==> config.mk <==
export PLATFORM = sky130hd
export DESIGN_NAME = smrr_out_fifo
export DESIGN_NICKNAME = d
export VERILOG_FILES = /design/src/sv/smrr_pkg.sv /design/src/sv/smrr_out_fifo.sv
export SDC_FILE = /design/constraint.sdc
export NUM_CORES = 1
export LEC_CHECK = 0
export ABC_AREA = 1
export BUFFER_PORTS_ARGS = -buffer_cell sky130_fd_sc_hd__buf_2
export CORE_MARGIN = 2
export CORE_UTILIZATION = 45
export DETAILED_ROUTE_END_ITERATION = 6
export HOLD_SLACK_MARGIN = 0.03
export PLACE_DENSITY = 0.7
export SKIP_LAST_GASP = 1
export SYNTH_ARGS = -nofsm -noshare
export SYNTH_HDL_FRONTEND = slang
export SYNTH_SLANG_ARGS = --single-unit
==> constraint.sdc <==
create_clock -name clk -period 4 [get_ports clk]
set_input_delay 0 -clock clk [delete_from_list [all_inputs] [get_ports clk]]
set_output_delay 0 -clock clk [all_outputs]
set_load 0.01 [all_outputs]
==> src/sv/smrr_pkg.sv <==
`timescale 1ns / 1ps
`default_nettype none

package smrr_pkg;

    // Ring buffer geometry
    localparam int STORE_DEPTH = 5000;
    localparam int PTR_W       = $clog2(STORE_DEPTH);

    // Field widths
    localparam int ADC_W   = 12;
    localparam int DBH_W   = 13;
    localparam int WIDTH_W = 11;
    localparam int PAIR_W  = 2 * WIDTH_W;
    localparam int CFG_W   = DBH_W;

    // Pulse width constants, in us
    localparam logic [WIDTH_W-1:0] WIDTH_BASE_LOW = WIDTH_W'(1000);
    localparam logic [WIDTH_W-1:0] WIDTH_NEUTRAL  = WIDTH_W'(1500);
    localparam logic [WIDTH_W-1:0] WIDTH_MAX      = WIDTH_W'(2000);

    // Slope: 500 us over 1947 (lower half) or 1948 (upper half) counts.
    // floor(n*500/D) == (n*RECIP) >> RECIP_SHIFT exactly for n < 2^12,
    // RECIP = ceil(500*2^RECIP_SHIFT / D).
    localparam longint SLOPE       = 500;
    localparam longint LOWER_DIV   = 1947;
    localparam longint UPPER_DIV   = 1948;
    localparam int     RECIP_SHIFT = 24;
    localparam int     RECIP_W     = 23;
    localparam int     PROD_W      = ADC_W + RECIP_W;
    localparam logic [RECIP_W-1:0] LOWER_RECIP =
        RECIP_W'((SLOPE * (64'd1 << RECIP_SHIFT) + LOWER_DIV - 1) / LOWER_DIV);
    localparam logic [RECIP_W-1:0] UPPER_RECIP =
        RECIP_W'((SLOPE * (64'd1 << RECIP_SHIFT) + UPPER_DIV - 1) / UPPER_DIV);

    // Output buffer
    localparam int OUT_DEPTH = 8;
    localparam int OUT_IDX_W = $clog2(OUT_DEPTH);
    localparam int OUT_CNT_W = $clog2(OUT_DEPTH + 1);

    // Register indexes
    localparam logic CFG_DEADBAND_LOW  = 1'b0;
    localparam logic CFG_DEADBAND_HIGH = 1'b1;

    typedef enum logic [1:0] {
        CMD_AXIS1  = 2'd0,
        CMD_AXIS2  = 2'd1,
        CMD_BUTTON = 2'd2,
        CMD_TICK   = 2'd3
    } cmd_t;

    typedef enum logic [1:0] {
        RANGE_DEAD = 2'd0,
        RANGE_LOW  = 2'd1,
        RANGE_HIGH = 2'd2
    } range_t;

    typedef struct packed {
        logic [WIDTH_W-1:0] servo1_width;
        logic [WIDTH_W-1:0] servo2_width;
        logic               playing;
    } result_t;

    function automatic logic [PTR_W-1:0] next_slot(input logic [PTR_W-1:0] p);
        return (p == PTR_W'(STORE_DEPTH - 1)) ? '0 : p + 1'b1;
    endfunction

endpackage

`default_nettype wire

==> src/sv/smrr_out_fifo.sv <==
`timescale 1ns / 1ps
`default_nettype none

// Small result queue; the credit count upstream keeps it from overflowing.
module smrr_out_fifo (
    input  wire logic              clk,
    input  wire logic              rst_n,
    input  wire logic              push,
    input  wire smrr_pkg::result_t push_data,
    input  wire logic              pop,
    output logic                   not_empty,
    output smrr_pkg::result_t      head_data
);
    import smrr_pkg::*;

    result_t                entry_reg [OUT_DEPTH];
    logic [OUT_IDX_W-1:0]   wr_idx_reg, wr_idx_next;
    logic [OUT_IDX_W-1:0]   rd_idx_reg, rd_idx_next;
    logic [OUT_CNT_W-1:0]   count_reg, count_next;

    always_comb
    begin
        wr_idx_next = push ? wr_idx_reg + 1'b1 : wr_idx_reg;
        rd_idx_next = pop  ? rd_idx_reg + 1'b1 : rd_idx_reg;
        count_next  = count_reg + OUT_CNT_W'(push) - OUT_CNT_W'(pop);
    end

    always_ff @(posedge clk or negedge rst_n)
    begin
        if (!rst_n)
        begin
            wr_idx_reg <= '0;
            rd_idx_reg <= '0;
            count_reg  <= '0;
        end
        else
        begin
            wr_idx_reg <= wr_idx_next;
            rd_idx_reg <= rd_idx_next;
            count_reg  <= count_next;
        end
    end

    always_ff @(posedge clk)
    begin
        if (push)
            entry_reg[wr_idx_reg] <= push_data;
    end

    assign not_empty = count_reg != '0;
    assign head_data = entry_reg[rd_idx_reg];

endmodule

`default_nettype wire

### Yosys cells after proc, flatten, opt, wreduce, memory -nomap -nowiden

Memory sizes are Yosys's and may differ from the RTL's.
Cells that the tools add are included.

* memory bits (writable): 184
* output and inout bits: 24
* logic and storage cells: 11
* memories: 1
* flip-flop bits (word level): 10

* $add $sub $neg: 4
* muxes and demuxes: 2
* reductions and logical operators: 1

Memories
* entry_reg: words 8, bits a word 23, read ports 1, clocked after memory_dff 0, write ports 1, RTL line smrr_out_fifo.sv:16 `result_t entry_reg [OUT_DEPTH];`

Operator list (count)
* adder 3 x 1 -> 3 bit, second input constant: 2
* adder 4 x 1 -> 4 bit: 1
* nonzero test 4 bit: 1
* subtractor 4 x 1 -> 4 bit: 1
* 2-to-1 mux 1 bit: 2

### Longest topological paths before layout

* depth after elaboration: 2
* gate-level depth with buffers: 8
* depth with buffers taken out: 7

### Worst setup path after synthesis

Ideal clock, no wire load.

* kind: register to register
* start point: reg wr_idx_reg[0]
* end point: mem entry_reg[0][0] (netlist bit) (enable)
* library setup time: 0.403 ns
* path buffers: 0
* stages on the path, launching flop included: 3
* data required time: 3.597 ns
* data arrival time: 1.718 ns
* slack: 1.880 ns
* path through: dfrtp_1 or2_2 nor2_1

RTL lines
* from (decl): RTL line smrr_out_fifo.sv:17 `logic [OUT_IDX_W-1:0] wr_idx_reg, wr_idx_next;`
* from (signal assigned): RTL line smrr_out_fifo.sv:38 `wr_idx_reg <= wr_idx_next;`
* to (decl): RTL line smrr_out_fifo.sv:16

No word-level cell before the write port.

==> out/results.ini <==
[floorplan]
start_util_pct = 45.81
rows = 50
ios = 51
die_w_um = 141.8
core-area_um2 = 18640
die_h_um = 141.8
dieArea_um2 = 20100

[clock_network]
cts.sinks = 194
cts_inserted_buffers = 17
ctsRootBufferMaster = clkbuf_16
cts_max_level = 4
ctsResizeCount = 0
clockBufferDepth = 2
cts_tree = yes
post_cts_buffers = 0
clkTransAtPathRegs_ps = 70
clk_latency_ps = 430

[global_routing]
grt_pass1_vias = 5453
overflow = 0
gr-usage-all-layers_pct = 18.25
grt_pass1_wl_mm = 27.81
grt_max_degree = 95
antenna_found_initial = 0

[cells_and_area]
final.fill_count = 1581
drive_gt1_share_pct = 11.18
final_nets = 970
n_antenna_cell = 0
layout_commonest_cell = nand2_1
area_delta_synth_final_pct = 16.36
final_cell_mix = 311 x nand2_1, 200 x inv_1, 184 x edfxtp_1, 94 x nand3_1, 50 x buf_2
largest_reg_flops = 184
post-route-util_pct = 53.31

[worst_setup_path]
end_kind = output pin
worstPathArrival_ps = 2510
r2r-end = entry_reg[6][4]
crit_required_ps = 4000
crit-reg2reg-launch = wr_idx_reg[0]
critPathLaunchType = flip-flop
reg2reg_depth = 3
worstPathMaxFanout = 61
worstSetupPathType = flip-flop to output pin
r2r_setup_slack_ps = 1960

[sta]
hold_viol_final = 0
slew_headroom_pct = 29.78
setup_slack_ps = 1490
slew_viol_final = 0
fmax_mhz = 398.4
clock_skew_ps = 5.074
finalSetupTns_ps = 0
timing.final.crit_share_pct = 62.75
setup_violations = 0
rsz0062_at_grt = no
worstMarginPinSlew_ps = 1052
period_needed_ps = 2510

[route]
totalWireLength_mm = 17.29
wire_per_inst_um = 14.62
num_vias = 5605
drc_errors = 0
first_pass_iters = 5
drtIter0Drc = 449
via_per_inst = 4.742
ant_nets = 0

[placement]
dp_hpwl_mm = 10.19
gp_congestion = 0.8077
place_ws_ps = 1929
portBuffers = 50

[synth]
syn_area_per_cell_um2 = 9.931
synth_compound_area_share_pct = 0.1758
synthAdderAreaFrac_pct = 1.260
syn_nets = 895
synth_area_um2 = 8541
netlist_instances = 860
ys_types = 18
synth_top_family_by_area = simple AND/OR/NAND/NOR gates
synth_top_flop_cell = edfxtp_1
ys_async_sr_fraction_pct = 5.155
synthSimpleGateAreaFrac_pct = 19.60
yosys_warnings = 0
yosys-mux-area-fraction_pct = 0
ys_seq_area_share_pct = 67.62
synth_xor_area_share_pct = 0.5127
ys_ff_latch = 194
synth_edf_count = 184

[min_path]
hp-class = primary input to flip-flop
min_delay_path_depth = 3
worstHoldEndpoint = rd_idx_reg[0]
min_from = pop

[run]
drv_cap = 0

[power]
p_per_area_nw_per_um2 = 670.6
seqPwrFrac_pct = 38.2
swShare_pct = 35.81
power_switching_uw = 2387
p_leak_uw = 0.004641
p_int_uw = 4278
power_frac_comb_pct = 34.8
irDropWorstVdd_mv = 0.5714
clock_power_share_pct = 27.0

[run_status]
outcome = finished clean

-- stage by stage --
step | hold WS [ps] | total power [uW] | cell area [um^2] | instances
after floorplan | -295.6 | 4193 | 8541 | 860
after global placement | -116.0 | 4867 | 9041 | 1123
after detailed placement | -112.1 | 4905 | 9041 | 1123
after CTS | 337.0 | 6723 | 9938 | 1182
after global routing | 362.5 | 7111 | 9938 | 1182
final | 354.7 | 6665 | 9938 | 1182
-- power by group through the flow --
stage	sequential [uW]	clock (uW)	combinational, uW
after floorplan	2580	0	1610
after global placement	2580	0	2280
after detailed placement	2590	0	2320
after CTS	2550	1820	2360
after global routing	2570	1900	2640
final	2550	1800	2320
-- per-layer routing --
layer,up-vias,track usage [%],wire length [um]
li1,2809,-,-
met5,-,0,0
met3,19,4.050,745
met4,0,5.947,237
met1,2646,23.66,7692
met2,131,30.68,8610
-- synthesized netlist by cell type, types with 2 or more instances --
cell	n	area [um^2]
xor2_1	4	35.03
nand2_1	311	1167
inv_1	200	750.7
edfxtp_1	184	5525
ha_1	7	87.58
dfrtp_1	10	250.2
buf_2	28	140.1
buf_1	3	11.26
nand3_1	94	470.5
nor2_1	8	30.03
o21ai_0	2	10.01
clkbuf_1	3	11.26
-- area by class of cell --
| class | count | area (um^2) | share of cell area (%) |
|---|---|---|---|
| clock buffer | 17 | 425.4 | 4.280 |
| tap | 234 | 292.8 | 2.946 |
| sequential | 194 | 5778 | 58.14 |
| timing repair buffer | 91 | 625.6 | 6.295 |
| multi-input combinational | 430 | 1861 | 18.72 |
| inverter | 201 | 754.5 | 7.592 |
| clock inverter | 15 | 201.4 | 2.027 |
-- cell families (layout without fill, tap and decap cells) --
family / count (synthesis) / count (layout)
XOR/XNOR: 5 / 5
flip-flops: 194 / 194
buffers and inverters: 236 / 324
AND/OR/NAND/NOR: 414 / 414
adder cells (fa/ha/maj): 8 / 8
AO/OA/AOI/OAI: 3 / 3
-- worst max-delay path, stage by stage (launching register included) --
cell,delay [ps]
dfrtp_2,410
inv_2,760
buf_4,340
nand2_1,80
nand3_1,80
nand2_1,80
nand2_1,60
nand2_1,90
buf_2,150
-- timing repair --
| action | in CTS | in global routing |
|---|---|---|
| setup endpoints to repair | 0 | 0 |
| hold endpoints to repair | 201 | 0 |
| hold buffers | 27 | 0 |
-- worst max-delay path by stage --
stage                     depth (start not counted)     startpoint                to
after detailed placement                          3  wr_idx_reg[0]  entry_reg[2][18]
after CTS                                         8  rd_idx_reg[0]      head_data[4]
after global routing                              8  rd_idx_reg[0]      head_data[7]
after global placement                            3  wr_idx_reg[0]   entry_reg[6][3]
final                                             8  rd_idx_reg[0]      head_data[8]
after floorplan                                   2  wr_idx_reg[0]   entry_reg[0][0]
Note: power is estimated with default switching activity, not from simulation.
