**src/sv/smrr_pkg.sv**
```systemverilog
`timescale 1ns / 1ps
`default_nettype none

package smrr_pkg;

    // Ring buffer geometry
    localparam int STORE_DEPTH = 5000;
    localparam int PTR_W       = $clog2(STORE_DEPTH);

    // Field widths
    localparam int ADC_W   = 12;
    localparam int DBH_W   = 13;
    localparam int WIDTH_W = 11;
    localparam int PAIR_W  = 2 * WIDTH_W;
    localparam int CFG_W   = DBH_W;

    // Pulse width constants, in us
    localparam logic [WIDTH_W-1:0] WIDTH_BASE_LOW = WIDTH_W'(1000);
    localparam logic [WIDTH_W-1:0] WIDTH_NEUTRAL  = WIDTH_W'(1500);
    localparam logic [WIDTH_W-1:0] WIDTH_MAX      = WIDTH_W'(2000);

    // Slope: 500 us over 1947 (lower half) or 1948 (upper half) counts.
    // floor(n*500/D) == (n*RECIP) >> RECIP_SHIFT exactly for n < 2^12,
    // RECIP = ceil(500*2^RECIP_SHIFT / D).
    localparam longint SLOPE       = 500;
    localparam longint LOWER_DIV   = 1947;
    localparam longint UPPER_DIV   = 1948;
    localparam int     RECIP_SHIFT = 24;
    localparam int     RECIP_W     = 23;
    localparam int     PROD_W      = ADC_W + RECIP_W;
    localparam logic [RECIP_W-1:0] LOWER_RECIP =
        RECIP_W'((SLOPE * (64'd1 << RECIP_SHIFT) + LOWER_DIV - 1) / LOWER_DIV);
    localparam logic [RECIP_W-1:0] UPPER_RECIP =
        RECIP_W'((SLOPE * (64'd1 << RECIP_SHIFT) + UPPER_DIV - 1) / UPPER_DIV);

    // Output buffer
    localparam int OUT_DEPTH = 8;
    localparam int OUT_IDX_W = $clog2(OUT_DEPTH);
    localparam int OUT_CNT_W = $clog2(OUT_DEPTH + 1);

    // Register indexes
    localparam logic CFG_DEADBAND_LOW  = 1'b0;
    localparam logic CFG_DEADBAND_HIGH = 1'b1;

    typedef enum logic [1:0] {
        CMD_AXIS1  = 2'd0,
        CMD_AXIS2  = 2'd1,
        CMD_BUTTON = 2'd2,
        CMD_TICK   = 2'd3
    } cmd_t;

    typedef enum logic [1:0] {
        RANGE_DEAD = 2'd0,
        RANGE_LOW  = 2'd1,
        RANGE_HIGH = 2'd2
    } range_t;

    typedef struct packed {
        logic [WIDTH_W-1:0] servo1_width;
        logic [WIDTH_W-1:0] servo2_width;
        logic               playing;
    } result_t;

    function automatic logic [PTR_W-1:0] next_slot(input logic [PTR_W-1:0] p);
        return (p == PTR_W'(STORE_DEPTH - 1)) ? '0 : p + 1'b1;
    endfunction

endpackage

`default_nettype wire

```
**src/sv/smrr_map.sv**
```systemverilog
`timescale 1ns / 1ps
`default_nettype none

// ADC sample to pulse width, two register stages; width is driven
// combinationally from the second register stage.
module smrr_map (
    input  wire logic                          clk,
    input  wire logic [smrr_pkg::ADC_W-1:0]    adc_value,
    input  wire logic [smrr_pkg::ADC_W-1:0]    deadband_low,
    input  wire logic [smrr_pkg::DBH_W-1:0]    deadband_high,
    output logic      [smrr_pkg::WIDTH_W-1:0]  width
);
    import smrr_pkg::*;

    logic [ADC_W-1:0]   n_reg, n_next;
    range_t             rng1_reg, rng1_next;
    logic [PROD_W-1:0]  prod_reg, prod_next;
    range_t             rng2_reg;

    logic               below;
    logic               at_high;
    logic [DBH_W-1:0]   adc_ext;
    logic [DBH_W-1:0]   diff;
    logic [RECIP_W-1:0] recip;
    logic [WIDTH_W-1:0] quot;
    logic [WIDTH_W-1:0] base;
    logic [WIDTH_W:0]   sum;

    // Stage 1: range select
    always_comb
    begin
        adc_ext = {1'b0, adc_value};
        diff    = adc_ext - deadband_high;
        below   = adc_value < deadband_low;
        at_high = adc_ext >= deadband_high;
        if (!below && !at_high)
        begin
            rng1_next = RANGE_DEAD;
            n_next    = '0;
        end
        else if (below)
        begin
            rng1_next = RANGE_LOW;
            n_next    = adc_value;
        end
        else
        begin
            rng1_next = RANGE_HIGH;
            n_next    = diff[ADC_W-1:0];
        end
    end

    // Stage 2: reciprocal multiply
    always_comb
    begin
        recip     = (rng1_reg == RANGE_LOW) ? LOWER_RECIP : UPPER_RECIP;
        prod_next = PROD_W'(n_reg) * PROD_W'(recip);
    end

    always_ff @(posedge clk)
    begin
        n_reg    <= n_next;
        rng1_reg <= rng1_next;
        prod_reg <= prod_next;
        rng2_reg <= rng1_reg;
    end

    // Offset and cap
    always_comb
    begin
        quot = prod_reg[RECIP_SHIFT +: WIDTH_W];
        base = (rng2_reg == RANGE_LOW) ? WIDTH_BASE_LOW : WIDTH_NEUTRAL;
        sum  = {1'b0, base} + {1'b0, quot};
        if (rng2_reg == RANGE_DEAD)
            width = WIDTH_NEUTRAL;
        else if (sum > {1'b0, WIDTH_MAX})
            width = WIDTH_MAX;
        else
            width = sum[WIDTH_W-1:0];
    end

endmodule

`default_nettype wire

```
**config.mk**
```make
export PLATFORM = sky130hd
export DESIGN_NAME = smrr_map
export DESIGN_NICKNAME = d
export VERILOG_FILES = /design/src/sv/smrr_pkg.sv /design/src/sv/smrr_map.sv
export SDC_FILE = /design/constraint.sdc
export NUM_CORES = 1
export LEC_CHECK = 0
export CORE_MARGIN = 2
export CORE_UTILIZATION = 54
export CTS_BUF_LIST = sky130_fd_sc_hd__clkbuf_2
export DETAILED_ROUTE_END_ITERATION = 7
export DONT_BUFFER_PORTS = 1
export PLACE_DENSITY = 0.69
export SYNTH_ARGS = -nofsm -noshare
export SYNTH_HDL_FRONTEND = slang
export SYNTH_SLANG_ARGS = --single-unit
```
**constraint.sdc**
```tcl
create_clock -name clk -period 5.8 [get_ports clk]
set_input_delay 1.16 -clock clk [delete_from_list [all_inputs] [get_ports clk]]
set_output_delay 1.16 -clock clk [all_outputs]
set_load 0.1 [all_outputs]
```
## Word level (Yosys, flattened, before mapping)

Cells that the tools add are included.

- Reduce and logical (&&, ||, !) cells: 4
- Add/sub/neg operators: 2
- Muxes and demuxes: 6
- $lt $le $gt $ge: 3
- Bitwise operators: 0
- Div/mod/pow operators: 0
- $mul: 1
- Shift-type cells: 0
- Eq/ne operators: 2

Operators by type and width:

| kind | count |
|---|---|
| multiplier 12 x 23 -> 35 bit | 1 |
| two-way mux 11 bit | 3 |
| two-way mux 12 bit | 2 |
| >= comparator 12 x 13 -> 1 bit | 1 |
| adder 11 x 11 -> 12 bit | 1 |
| > comparator 12 x 11 -> 1 bit (second input constant) | 1 |
| less-than comparator 12 bit | 1 |
| subtractor 12 bit | 1 |
| == test 2 x 1 -> 1 bit (second input constant) | 2 |
| zero test 1 bit | 2 |
| zero test 2 bit | 1 |
| two-way mux 2 bit | 1 |
| logical AND 1 bit | 1 |

- Register bits: 51
- ROM bits: 0
- Memories kept: 0
- Output and inout bits: 11
- Bits of input ports: 38
- Word-level logic and storage cells: 22
- Latch bits: 0
- Memory bits (writable): 0

## Logic depth before layout (Yosys ltp)

Gate-level depths: netlist (run 1).

- Depth after elaboration: 6
- Mapped depth: 21
- Gate-level depth less buffers: 20

## Least setup slack after synthesis (run 1)

Ideal clock, no wire load.

- Kind: register -> register
- Start point: reg rng1_reg[0]
- End point: reg prod_reg[29]
- Cell stages (with the launch flop): 22
- Data required time: 5.673 ns
- Path buffers: 1
- Arrival: 5.108 ns
- Setup slack: 0.565 ns
- Cells stage by stage: dfxtp_1 nor2b_1 clkbuf_1 nand2_1 fa_1 inv_1 fa_1 inv_1 fa_1 inv_1 fa_1 inv_1 fa_1 inv_1 ha_1 a21oi_1 o21ai_0 a2111oi_0 o211a_1 o31a_1 o21ai_0 xor2_1

- Cells in the longest elaborated chain, start to end: 3

RTL lines:

| item | line | RTL |
|---|---|---|
| from (decl) | smrr_map.sv:16 | `range_t rng1_reg, rng1_next;` |
| from (signal assigned) | smrr_map.sv:63 | `rng1_reg <= rng1_next;` |
| == test 2 x 1 -> 1 bit | smrr_map.sv:56 | `recip = (rng1_reg == RANGE_LOW) ? LOWER_RECIP : UPPER_RECIP;` |
| two-way mux 12 bit | smrr_map.sv:56 |  |
| multiplier 12 x 23 -> 35 bit | smrr_map.sv:57 | `prod_next = PROD_W'(n_reg) * PROD_W'(recip);` |
| via prod_next[29] | smrr_map.sv:17 | `logic [PROD_W-1:0] prod_reg, prod_next;` |
| to (signal assigned) | smrr_map.sv:64 | `prod_reg <= prod_next;` |
| to (decl) | smrr_map.sv:17 |  |

The timed path passes the listed nets, and every way through them passes these cells.
A chain may end at the register's enable or synchronous reset.

## Final worst setup path (run 1)

- Start point: reg rng1_reg[0]
- End point: reg prod_reg[33]

The elaborated chain is that of the path after synthesis.

==> flow_summary.ini, run 1 <==
[worst_setup_path]
start_kind = register
r2r_cells = 19
endpoint_kind = register
slowest_delay_ns = 0.56
cp.arrival_ns = 5.77
cp_slowest_cell = fa_1
critical_path_class = reg -> reg
required_ns = 6.10
crit_path_frequent_cell = fa_1
cp_cell_sequence = nor2b_4, and2_1, fa_1, inv_1, fa_1, inv_1, fa_1, fa_1, inv_1, fa_1, inv_1, ha_1, nand2_1, o21ai_1, or3b_1, o221a_2, a31oi_4, nand2_1, xnor2_1
crit_fanout = 7

[detailed_routing]
drc = 0
avgRoutedWirePerCell_um = 17.2
dr.pass1.iters = 4
ant_nets = 0
detail_route.vias_per_cell = 5.34
dr_total_vias = 4826
drt_first_iter_violations = 251
postRouteWirelength_um = 15500

[final_layout]
fin_util = 0.584
drive_gt1_frac = 0.0543
area.growth.synth_to_final_pct = 5.23
largest_reg_flops = 12
final_cell_mix = 225 x inv_1, 116 x ha_1, 108 x fa_1, 26 x dfxtp_1, 22 x a21oi_1
mostFrequentLayoutCell = inv_1
num_antenna_cells = 0
nNetsFinal = 999
fin_cells = 904
fillers = 1110

[worst_hold_path]
holdCritPathClass = reg -> reg
whs_path_depth = 0

[die]
fp.dieArea_um2 = 13300
core_area_um2 = 12100
rows = 40
die_w_um = 115
fp.dieH_um = 115
ioPinCount = 49
initial_utilization = 0.555

[clock_tree]
cts.clk_slew.worst_paths_ns = 0.30
cts_setup_buffers = 0
cts_buffer_depth = 2
cts_buffers = 3
cts_root_buffer = clkbuf_2
h-tree-depth = 1
cts_tree = built
cts.sinks = 27
clk_latency_ns = 0.40

[grt]
grt_max_degree = 18
first_global_vias = 5243
grt_pass1_wl_um = 25700
overflow = 0
antenna_found_initial = 0
track_usage = 0.248

[logic_synthesis]
synth_top_family_by_area = adder cells
synth_compound_area_frac = 0.140
yosys.area_share.adder = 0.540
synth_xor_area_frac = 0.0275
syn_nets = 988
async_flop_share = 0
ys_seq_elements = 27
synth_area_leaders = fa_1 32%, ha_1 22%, inv_1 13%, dfxtp_1 8.1%, a21o_1 1.9%
syn_inst = 726
syn_area_um2 = 6690
yosysTopAreaCell = fa_1
ys.flop_type = dfxtp_1
synth_edf_count = 0
yosysSeqAreaShare = 0.0808
synthMuxAreaShare = 0
postSynthAreaPerCell_um2 = 9.22
yosys.area_share.simple = 0.0826
yosys_warnings = 0
synth_cell_types = 62
netlist.area_leader.share = 0.323

[timing]
final_hold_viol_count = 0
layout_min_cycle_time_ns = 5.47
slew_violations = 0
grt_setup_unrepaired = no
period_share = 0.943
setup_viol = 0
max-slew-margin-rel = 0.207
finalClockSkew_ns = 0.0294
worstMarginPinSlew_ns = 1.19
fmax_ghz = 0.183
setup_slack_ns = 0.332

[place]
port-buffer-count = 0
gp_congestion = 0.965
post-place-ws_ns = -0.0699
place_inst = 900
dp_hpwl_um = 14100

[run_status]
outcome = finished clean

[job]
drv_cap = 0
## path summary, 6_finish.rpt
path | start | end | slack (ns)
worst max-delay path | rng1_reg[0] | prod_reg[33] | 0.33
worst min-delay path | rng1_reg[0] | rng2_reg[0] | 0.38
worst max register to register | rng1_reg[0] | prod_reg[33] | 0.33
worst min register to register | rng1_reg[0] | rng2_reg[0] | 0.38
## worst max-delay path, delay by kind of cell (launching register included)
kind            cells  cell delay, ns
flops               1            0.38
simple gates        5            0.88
fa+ha+maj           6            3.04
xor+xnor            1            0.13
buf+inv             4            0.28
compound gates      3            0.63
## cells in the mapped netlist (all sizes together) (3+ instances only)
master  number
o21bai       3
o31ai        4
or3          5
ha         116
inv        225
fa         108
nand2b       3
nor3         7
or2          4
a32o         4
xor2         8
a21oi       26
a211o        3
nand4        5
a22o         7
xnor2       13
o21ai       23
dfxtp       27
nor2b        9
nand3        6
and2        11
a31oi        5
a211oi       8
o21a        10
o22ai        3
nand2       21
a21o        17
nor2        13
and3         4
## kinds of logic after synthesis
| logic type | count (synthesis) |
|---|---|
| adder cells (fa/ha/maj) | 224 |
| AO/OA/AOI/OAI | 127 |
| buffers and inverters | 228 |
| flip-flops | 27 |
| AND/OR/NAND/NOR | 99 |
| XOR/XNOR | 21 |
## final cells by class
class,instances,area [µm²],area share
repair buffers,9,85.1,0.0121
well taps,168,210,0.0298
flip-flops and latches,27,542,0.0769
clock buffers,3,15.0,0.00213
inverters,225,845,0.120
multi-input cells,471,5340,0.758
clock inverters,1,8.76,0.00124
## stage by stage
stage / setup TNS [ns] / hold slack, ns / instance area, µm²
global route: 0 / 0.384 / 7040
floorplan: 0 / 0.324 / 6690
detailed placement: -0.0699 / 0.333 / 7000
finish: 0 / 0.377 / 7040
global placement: 0 / 0.325 / 7000
CTS: 0 / 0.369 / 7030
## layer usage
layer  part of all wire  GRT usage  routed length [µm]  vias to the layer above
li1                   -          -                   -                     2343
met2               0.49      0.428                7550                      128
met5                  0          0                   0                        -
met1               0.43      0.331                6670                     2331
met4              0.024     0.0586                 377                        0
met3              0.059     0.0358                 908                       24
## timing repair
| action | CTS | global route |
|---|---|---|
| endpoints found under the setup margin | 1 | 3 |
| gates resized for setup | 2 | 5 |
| pin swaps | 0 | 0 |
| hold buffers | 0 | 0 |
Power of run 1 is left out: the tool's default activity adds up to more than one toggle a clock period on the data nets, which glitch-free logic cannot reach.
==> run 2: changes to the inputs <==
- ABC_AREA: unset -> 1
- CORE_MARGIN: 2 -> 4
- SLEW_MARGIN: unset -> 10
==> flow_summary.ini, run 2 <==
[timing]
fmax_ghz = 0.188
max-slew-margin-rel = 0.291
setup-tns-final_ns = 0
setup_viol = 0
final_hold_viol_count = 0
finalClockSkew_ns = 0.00600
layout_min_cycle_time_ns = 5.31
grt_setup_unrepaired = no
worstMarginPinSlew_ns = 1.06
period_share = 0.916
slew_violations = 0

[detailed_routing]
drt_first_iter_violations = 377
dr.pass1.iters = 5
ant_nets = 0
detail_route.vias_per_cell = 5.01
avgRoutedWirePerCell_um = 14.6
dr_total_vias = 5989
drc = 0
postRouteWirelength_um = 17400

[logic_synthesis]
yosysSeqAreaShare = 0.0723
synth_xor_area_frac = 0.0117
async_flop_share = 0
yosys.area_share.simple = 0.201
netlist.area_leader.share = 0.289
yosys_warnings = 0
syn_inst = 1007
syn_nets = 1269
ys_seq_elements = 27
synth_compound_area_frac = 0.0814
syn_area_um2 = 7470
synth_cell_types = 36
synth_area_leaders = fa_1 29%, ha_1 19%, inv_1 15%, nand2_1 9.6%, dfxtp_1 7.2%
synth_edf_count = 0
synthMuxAreaShare = 0
synth_commonest_cells = 291 x inv_1, 191 x nand2_1, 116 x ha_1
postSynthAreaPerCell_um2 = 7.42
yosysMostFrequentCell = inv_1
yosys.area_share.adder = 0.483
yosysTopAreaCell = fa_1
synth_top_family_by_area = adder cells
ys.flop_type = dfxtp_1

[worst_setup_path]
cp.arrival_ns = 5.64
crit_path_frequent_cell = nand2_1
endpoint_kind = register
slowest_delay_ns = 0.63
start_kind = register
crit_fanout = 7
cp_slowest_cell = dfxtp_1
critical_path_class = reg -> reg
critical_path.top_delay_family = adder cells
required_ns = 6.13
cp_num_buf_inv = 5
cp_cell_sequence = inv_1, nor2_1, inv_1, fa_1, xnor2_1, ha_1, fa_1, fa_1, inv_1, fa_1, inv_1, ha_1, nand2_1, inv_1, nand2_1, and2_1, a21boi_0, nand2_1, nand2_1, nand2_1, nand2_1, nand2_1

[clock_tree]
cts_setup_buffers = 0
cts_tree = built
cts_root_buffer = clkbuf_2
clk_latency_ns = 0.39
cts_buffer_depth = 2
cts_buffers = 3
h-tree-depth = 1
cts.clk_slew.worst_paths_ns = 0.25
cts.sinks = 27

[final_layout]
num_antenna_cells = 0
final_cell_mix = 291 x inv_1, 191 x nand2_1, 116 x ha_1, 108 x fa_1, 76 x nor2_1
largest_reg_flops = 12
nNetsFinal = 1282
mostFrequentLayoutCell = inv_1
drive_gt1_frac = 0.0383
area.growth.synth_to_final_pct = 4.10

[place]
dp_hpwl_um = 15900
port-buffer-count = 0
gp_congestion = 0.971

[grt]
overflow = 0
antenna_found_initial = 0
grt_pass1_wl_um = 29200
grt_max_degree = 15
track_usage = 0.228
first_global_vias = 5952

[die]
rows = 42
fp.dieArea_um2 = 15800
core_area_um2 = 13400
initial_utilization = 0.558
ioPinCount = 49
fp.dieH_um = 126
die_w_um = 126

[job]
drv_cap = 0

[worst_hold_path]
holdCritPathClass = reg -> reg

[run_status]
outcome = finished clean
[run 2: area by class of cell]
type                       instances  area (µm²)
multi-input combinational        684        5820
clock buffer                       4        20.0
fill                            1274        5620
tap                              176         220
sequential                        27         541
timing repair buffer              10        75.1
inverter                         294        1100
[run 2: worst paths after layout]
path	start	endpoint	slack (ns)	cells past startpoint
max	n_reg[11]	prod_reg[33]	0.49	22
min	rng1_reg[0]	rng2_reg[0]	0.37	0
max reg2reg	n_reg[11]	prod_reg[33]	0.49	22
min reg2reg	rng1_reg[0]	rng2_reg[0]	0.37	0
[run 2: cells by family (layout without fill, tap and decap cells)]
logic type / after synthesis / after routing
and+or+nand+nor: 351 / 351
buffers and inverters: 296 / 308
DFF: 27 / 27
xor gates and xnor gates: 10 / 10
AOI/OAI and AO/OA: 99 / 99
adders and majority gates: 224 / 224
[run 2: routing by layer]
metal / up-vias / wire [µm] / global-route usage
li1: 3091 / - / -
met1: 2722 / 8380 / 0.337
met2: 161 / 7750 / 0.360
met3: 15 / 1120 / 0.0470
met4: 0 / 195 / 0.0217
met5: - / 0 / 0
[run 2: stage by stage]
| step | std cells | hold WS [ns] | util | area [µm²] | setup WS (ns) |
|---|---|---|---|---|---|
| after global placement | 1191 | 0.336 | 0.579 | 7760 | 0.511 |
| final | 1195 | 0.368 | 0.581 | 7780 | 0.487 |
| after global routing | 1195 | 0.377 | 0.581 | 7780 | 0.116 |
| after CTS | 1195 | 0.368 | 0.581 | 7780 | 0.412 |
| after floorplan | 1007 | 0.331 | - | 7470 | 0.949 |
| after detailed placement | 1191 | 0.336 | 0.579 | 7760 | 0.436 |
[run 2: repair_timing]
| item | 4_1_cts | 5_1_grt |
|---|---|---|
| hold buffers | 0 | 0 |
| setup endpoints to repair | 0 | 1 |
| resized for setup | 0 | 1 |
[run 2: worst register-to-register path, stage by stage (launching register included)]
cell      delay, ns
dfxtp_1        0.63
inv_1          0.20
nor2_1         0.28
inv_1          0.10
fa_1           0.51
xnor2_1        0.15
ha_1           0.32
fa_1           0.52
fa_1           0.59
inv_1          0.07
fa_1           0.53
inv_1          0.04
ha_1           0.33
nand2_1        0.16
inv_1          0.08
nand2_1        0.06
and2_1         0.14
a21boi_0       0.17
nand2_1        0.11
nand2_1        0.10
nand2_1        0.06
nand2_1        0.06
nand2_1        0.05
Power of run 2 is left out for the same reason.
